`config.mk`:
```
export PLATFORM = sky130hd
export DESIGN_NAME = motor_feedback_unwrap_filter
export DESIGN_NICKNAME = d
export VERILOG_FILES = /design/src/hw/rtl/mfuf_pkg.sv /design/src/hw/rtl/motor_feedback_unwrap_filter.sv
export SDC_FILE = /design/constraint.sdc
export NUM_CORES = 2
export LEC_CHECK = 0
export BUFFER_PORTS_ARGS = -buffer_cell sky130_fd_sc_hd__buf_4
export CAP_MARGIN = 0
export CORE_UTILIZATION = 65
export DETAILED_ROUTE_END_ITERATION = 12
export HOLD_SLACK_MARGIN = 0.06
export PLACE_DENSITY_LB_ADDON = 0.1
export SLEW_MARGIN = 20
export SYNTH_ARGS = -nofsm -noshare
export SYNTH_HDL_FRONTEND = slang
export SYNTH_SLANG_ARGS = --single-unit
```
`constraint.sdc`:
```
create_clock -name clk_i -period 18.87 [get_ports clk_i]
set_input_delay 3.774 -clock clk_i [delete_from_list [all_inputs] [get_ports clk_i]]
set_output_delay 3.774 -clock clk_i [all_outputs]
set_load 0.005 [all_outputs]
```
`src/hw/rtl/mfuf_pkg.sv`:
```
// Package for the motor feedback unwrap filter.
// Holds the frame and result types, register indexes and angle constants.
// No dependencies.
package mfuf_pkg;

  localparam int unsigned ANGLE_RANGE = 8192;
  localparam int unsigned ANGLE_W     = $clog2(ANGLE_RANGE);
  localparam int unsigned TOTAL_W     = 32;
  localparam int unsigned TURN_W      = TOTAL_W - ANGLE_W;
  localparam int unsigned FILT_W      = 24;
  localparam int unsigned FRAC_W      = 8;
  localparam int unsigned GAIN_W      = 17;
  localparam int unsigned GAIN_FRAC_W = 16;
  localparam int unsigned ID_W        = 8;
  localparam int unsigned CFG_IDX_W   = 1;
  localparam int unsigned CFG_DATA_W  = GAIN_W;
  localparam int unsigned ID_MIN      = 1;
  localparam int unsigned ID_MAX      = 8;

  typedef enum logic [CFG_IDX_W-1:0] {
    REG_DEVICE_ID   = 1'b0,
    REG_FILTER_GAIN = 1'b1
  } cfg_reg_e;

  typedef struct packed {
    logic        [15:0] angle_word;
    logic signed [15:0] speed_word;
    logic signed [15:0] current_word;
    logic signed [7:0]  temperature_byte;
    logic        [31:0] arrival_tick;
  } in_item_t;

  typedef struct packed {
    logic                      accepted;
    logic [ANGLE_W-1:0]        angle_now;
    logic signed [TOTAL_W-1:0] unwrapped_angle;
    logic signed [15:0]        speed_now;
    logic signed [15:0]        current_now;
    logic signed [FILT_W-1:0]  current_smoothed;
    logic signed [7:0]         temperature_now;
  } out_item_t;

endpackage

```
`src/hw/rtl/motor_feedback_unwrap_filter.sv`:
```
// Motor feedback unwrap filter: top level.
// Registers one feedback frame, unwraps the angle and filters the current.
// Depends on mfuf_pkg.
//
// One frame enters per clock while the output is not stalled; it is registered
// in s1_q and its snapshot then in the output register out_q. A frame is
// taken only if device_id is 1..8 and the angle word is below the angle range,
// otherwise the state holds and the snapshot shows accepted low. The first
// taken frame after reset, or after a frame with a zero tick, seeds the turn
// count and the filter. The per-frame loop is the filter update: one 18x25
// signed multiply and an add between the stored filter value and its update.
module motor_feedback_unwrap_filter (
  input  logic                                clk_i,
  input  logic                                rst_ni,
  input  logic                                cfg_we_i,
  input  logic [mfuf_pkg::CFG_IDX_W-1:0]      cfg_idx_i,
  input  logic [mfuf_pkg::CFG_DATA_W-1:0]     cfg_wdata_i,
  input  logic                                in_valid_i,
  output logic                                in_stall_o,
  input  mfuf_pkg::in_item_t                  in_data_i,
  output logic                                out_valid_o,
  input  logic                                out_stall_i,
  output mfuf_pkg::out_item_t                 out_data_o
);

  localparam int unsigned AW = mfuf_pkg::ANGLE_W;
  localparam int unsigned TW = mfuf_pkg::TURN_W;
  localparam int unsigned FW = mfuf_pkg::FILT_W;
  localparam int unsigned GW = mfuf_pkg::GAIN_W;
  localparam int unsigned DW = FW + 1;
  localparam int unsigned PW = GW + 1 + DW;
  localparam logic signed [AW:0] HALF_POS = (AW+1)'(mfuf_pkg::ANGLE_RANGE / 2);
  localparam logic signed [AW:0] HALF_NEG = -HALF_POS;
  localparam logic [GW-1:0] GAIN_ONE = GW'(1 << mfuf_pkg::GAIN_FRAC_W);

  logic [mfuf_pkg::ID_W-1:0] device_id_q;
  logic [GW-1:0]             filter_gain_q;

  logic                s1_valid_q;
  mfuf_pkg::in_item_t  s1_q;
  logic                out_valid_q;
  mfuf_pkg::out_item_t out_q;

  logic                     seeded_q;
  logic [TW-1:0]            turn_q, turn_d;
  logic [AW-1:0]            angle_q;
  logic signed [15:0]       speed_q;
  logic signed [15:0]       current_q;
  logic signed [FW-1:0]     filt_q, filt_d;
  logic signed [7:0]        temp_q;

  logic out_ready, s1_ready, advance, ok;
  logic [AW-1:0]        angle_in;
  logic signed [AW:0]   delta;
  logic [GW-1:0]        gain_sat;
  logic signed [FW-1:0] cur_scaled;
  logic signed [DW-1:0] diff;
  logic signed [PW-1:0] prod;
  mfuf_pkg::out_item_t  result_d;

  assign out_ready  = !out_valid_q || !out_stall_i;
  assign s1_ready   = !s1_valid_q || out_ready;
  assign advance    = s1_valid_q && out_ready;
  assign in_stall_o = !s1_ready;
  assign out_valid_o = out_valid_q;
  assign out_data_o  = out_q;

  always_ff @(posedge clk_i or negedge rst_ni) begin
    if (!rst_ni) begin
      device_id_q   <= mfuf_pkg::ID_W'(1);
      filter_gain_q <= GW'(6554);
    end else if (cfg_we_i) begin
      unique case (cfg_idx_i)
        mfuf_pkg::REG_DEVICE_ID:   device_id_q   <= cfg_wdata_i[mfuf_pkg::ID_W-1:0];
        mfuf_pkg::REG_FILTER_GAIN: filter_gain_q <= cfg_wdata_i[GW-1:0];
        default: ;
      endcase
    end
  end

  always_ff @(posedge clk_i or negedge rst_ni) begin
    if (!rst_ni) begin
      s1_valid_q  <= 1'b0;
      out_valid_q <= 1'b0;
    end else begin
      if (s1_ready) begin
        s1_valid_q <= in_valid_i;
      end
      if (out_ready) begin
        out_valid_q <= s1_valid_q;
      end
    end
  end

  always_ff @(posedge clk_i) begin
    if (in_valid_i && s1_ready) begin
      s1_q <= in_data_i;
    end
    if (advance) begin
      out_q <= result_d;
    end
  end

  assign angle_in = s1_q.angle_word[AW-1:0];
  assign ok = (device_id_q >= mfuf_pkg::ID_W'(mfuf_pkg::ID_MIN))
           && (device_id_q <= mfuf_pkg::ID_W'(mfuf_pkg::ID_MAX))
           && (s1_q.angle_word[15:AW] == '0);

  assign delta      = $signed({1'b0, angle_in}) - $signed({1'b0, angle_q});
  assign gain_sat   = filter_gain_q[GW-1] ? GAIN_ONE : filter_gain_q;
  assign cur_scaled = {s1_q.current_word, {mfuf_pkg::FRAC_W{1'b0}}};
  assign diff       = DW'(cur_scaled) - DW'(filt_q);
  assign prod       = $signed({1'b0, gain_sat}) * diff;

  always_comb begin
    turn_d = turn_q;
    filt_d = cur_scaled;
    if (seeded_q) begin
      priority if (delta > HALF_POS) begin
        turn_d = turn_q - TW'(1);
      end else if (delta < HALF_NEG) begin
        turn_d = turn_q + TW'(1);
      end else begin
        turn_d = turn_q;
      end
      filt_d = filt_q + prod[mfuf_pkg::GAIN_FRAC_W +: FW];
    end else begin
      turn_d = '0;
    end
  end

  always_comb begin
    result_d.accepted = ok;
    if (ok) begin
      result_d.angle_now        = angle_in;
      result_d.unwrapped_angle  = {turn_d, angle_in};
      result_d.speed_now        = s1_q.speed_word;
      result_d.current_now      = s1_q.current_word;
      result_d.current_smoothed = filt_d;
      result_d.temperature_now  = s1_q.temperature_byte;
    end else begin
      result_d.angle_now        = angle_q;
      result_d.unwrapped_angle  = {turn_q, angle_q};
      result_d.speed_now        = speed_q;
      result_d.current_now      = current_q;
      result_d.current_smoothed = filt_q;
      result_d.temperature_now  = temp_q;
    end
  end

  always_ff @(posedge clk_i or negedge rst_ni) begin
    if (!rst_ni) begin
      seeded_q  <= 1'b0;
      turn_q    <= '0;
      angle_q   <= '0;
      speed_q   <= '0;
      current_q <= '0;
      filt_q    <= '0;
      temp_q    <= '0;
    end else if (advance && ok) begin
      seeded_q  <= (s1_q.arrival_tick != '0);
      turn_q    <= turn_d;
      angle_q   <= angle_in;
      speed_q   <= s1_q.speed_word;
      current_q <= s1_q.current_word;
      filt_q    <= filt_d;
      temp_q    <= s1_q.temperature_byte;
    end
  end

endmodule

```
==> results.toml <==
[flow_run]
drv_cap = 0

[placed_design]
numPortBuffers = 222
placed_area_um2 = 31800
gp_congestion = 1.00
post-dp-hpwl_mm = 58.9

[sta]
fmax_mhz = 79.7
hold_viol_final = 0
min_period_over_period = 0.665
finalCriticalPeriod_ns = 12.55
setup_viol = 0
rsz0062_at_grt = "false"
maxSlewHeadroom = 0.238
timing.final.max_slew_violations = 0
skew_ns = 0.0416
setup_tns_ns = 0
tightest_slew_ns = 1.13

[clock_tree]
clk-insertion-delay-late_ns = 0.58
cts_num_sinks = 309
ctsHoldBuffers = 0
cts_buffers = 34
cts_tree = "yes"
cts_setup_buffers = 0
post_cts_resized = 0
clk_pin_slew_ns = 0.08
h-tree-depth = 2
cts_root_buf = "clkbuf_16"
cts_max_path_buffers = 3

[yosys]
yosys-top-cells-area = "fa_1 (27%), edfxtp_1 (19%), dfrtp_1 (9.8%)"
synth-seq-area-share = 0.294
synth_nets = 3805
yosysMostFrequentCell = "nand2_1"
syn_avg_cell_area_um2 = 9.38
syn_area_um2 = 29500
ys.flop_type = "edfxtp_1"
ys_warn_count = 0
synth_cell_types = 79
async_flop_share = 0.401
synth_seq_cells = 309
synth_area_leader_cell = "fa_1"
synth_common_cells = "nand2_1 (608), inv_1 (552), fa_1 (392)"
synth_top_area_frac = 0.266
synth_cells = 3149
synth-edff-count = 185

[global_routing]
grt_pass1_wl_mm = 126
grt_pass1_vias = 24100
grt_util_all_layers = 0.352
grt_max_degree = 112
antenna_found_initial = 1
overflow = 0

[floorplan]
die_area_um2 = 46300
die_y_um = 215
rows = 77
initial_core_util = 0.663
die_w_um = 215
core_area_um2 = 44500
boundaryPins = 223

[cells_and_area]
diodes = 0
final_area_um2 = 32900
areaGrowthSynthToFinish_pct = 11.3
drive_gt1_frac = 0.118
num-fill-cells = 3277
nNetsFinal = 3970

[critical_path]
critPathRequiredTime_ns = 19.17
slowest_delay_ns = 0.91
worstSetupPathType = "flop to flop"
start_kind = "flop"
cp-end-kind = "flop"
worstPathArrival_ns = 12.85
cp_slowest_cell = "xor2_1"
cp_max_fo = 11
path_common_cell = "fa_1"

[drt]
drt_iter0_markers = 1753
wl_per_cell_um = 20.0
viasPerCell = 5.79
drt_first_pass_iters = 6
ant_nets = 0
vias = 22800
routed_wl_mm = 78.5
remaining_drc_errors = 0

[min_path]
hold_path_class = "flop to flop"

[run_status]
status = "complete, no violations"
## placed cells by master, fill, tap and decap left out, types with 7 or more instances in the layout
master     Yosys  final
nand2_1      608    607
inv_1        552    551
fa_1         392    392
nor2_1       278    277
buf_4         13    264
edfxtp_1     185    185
ha_1         153    153
dfrtp_1      116    115
o21ai_0      105    105
xnor2_1       68     67
a21oi_1       51     51
nor3_1        39     39
clkbuf_16      0     34
xor2_1        35     33
a21o_1        32     32
nor2b_1       34     31
nand3_1       31     30
mux2_2        28     28
nand2b_1      24     24
mux2i_1       22     22
o21a_1        20     20
nor4_1        19     19
nand4_1       17     17
o211ai_1      17     17
a211oi_1      16     16
or3_1         12     12
and3_1        12     12
and2_1        12     11
or2_2          9      9
o21bai_1       9      9
a211o_1        8      8
o311ai_0       8      8
clkbuf_1     114      8
dfstp_2        8      8
nor3b_1        7      7
## sequential cells by signal (all words and copies together) (netlist names), 13 cells and up
signal         cells
angle_q           13
s1_q              59
filter_gain_q     17
cur_scaled        16
turn_q            19
current_q         16
out_data_o        97
filt_q            24
angle_in          13
speed_q           16
## worst max-delay path: cells and delay by family (launching register included)
family | cells | cell delay, ns
AO/OA/AOI/OAI | 16 | 4.62
XOR/XNOR | 1 | 0.91
adder cells (fa/ha/maj) | 9 | 4.08
buffers and inverters | 5 | 0.59
flip-flops | 1 | 0.65
AND/OR/NAND/NOR | 9 | 1.40
## per-stage QoR
stage | utilization | cells | worst slack (ns) | hold slack, ns
4_1_cts | 0.738 | 3931 | 6.59 | 0.470
3_3_place_gp | 0.713 | 3870 | 7.10 | 0.445
6_report | 0.739 | 3931 | 6.32 | 0.467
3_5_place_dp | 0.713 | 3870 | 6.69 | 0.454
5_1_grt | 0.739 | 3931 | 5.69 | 0.485
2_1_floorplan | - | 3149 | 8.91 | 0.441
## path summary, 6_finish.rpt
kind,startpoint,end,slack (ns),cells past startpoint
min in group asynchronous,rst_ni,angle_q[6],3.22,1
max reg2reg,filt_q[0],out_data_o[31],6.32,40
min,s1_q[34],temp_q[2],0.47,2
max in group asynchronous,rst_ni,seeded_q,14.18,2
max,filt_q[0],out_data_o[31],6.32,40
min reg2reg,s1_q[34],temp_q[2],0.47,2
## cell type report
class                   instances  area (um2)  area share
multi-input cells            2149       18300       0.556
flip-flops and latches        309        8670       0.264
inverters                     554        2080      0.0633
repair buffers                266        2000      0.0610
clock buffers                  44         908      0.0276
well taps                     592         741      0.0225
clock inverters                17         203     0.00617
## routing by layer
metal | up-vias | wire length [um] | GRT usage
met5 | - | 13 | 0
met4 | 2 | 3560 | 0.152
met3 | 245 | 5410 | 0.0611
met2 | 940 | 39400 | 0.610
met1 | 11300 | 30100 | 0.433
li1 | 10200 | - | -
## cells by family (layout without fill, tap and decap cells)
logic type      Yosys count  after routing  synth area share
compound gates          329            329            0.0745
xor+xnor                103            103            0.0306
fa+ha+maj               548            548             0.332
buf+inv                 691            881            0.0898
flops                   309            309             0.294
mux                      50             50            0.0181
simple gates           1119           1119             0.162
Power is not shown: default switching activity piles up to over one toggle a cycle in this logic, so the estimate is an artifact.
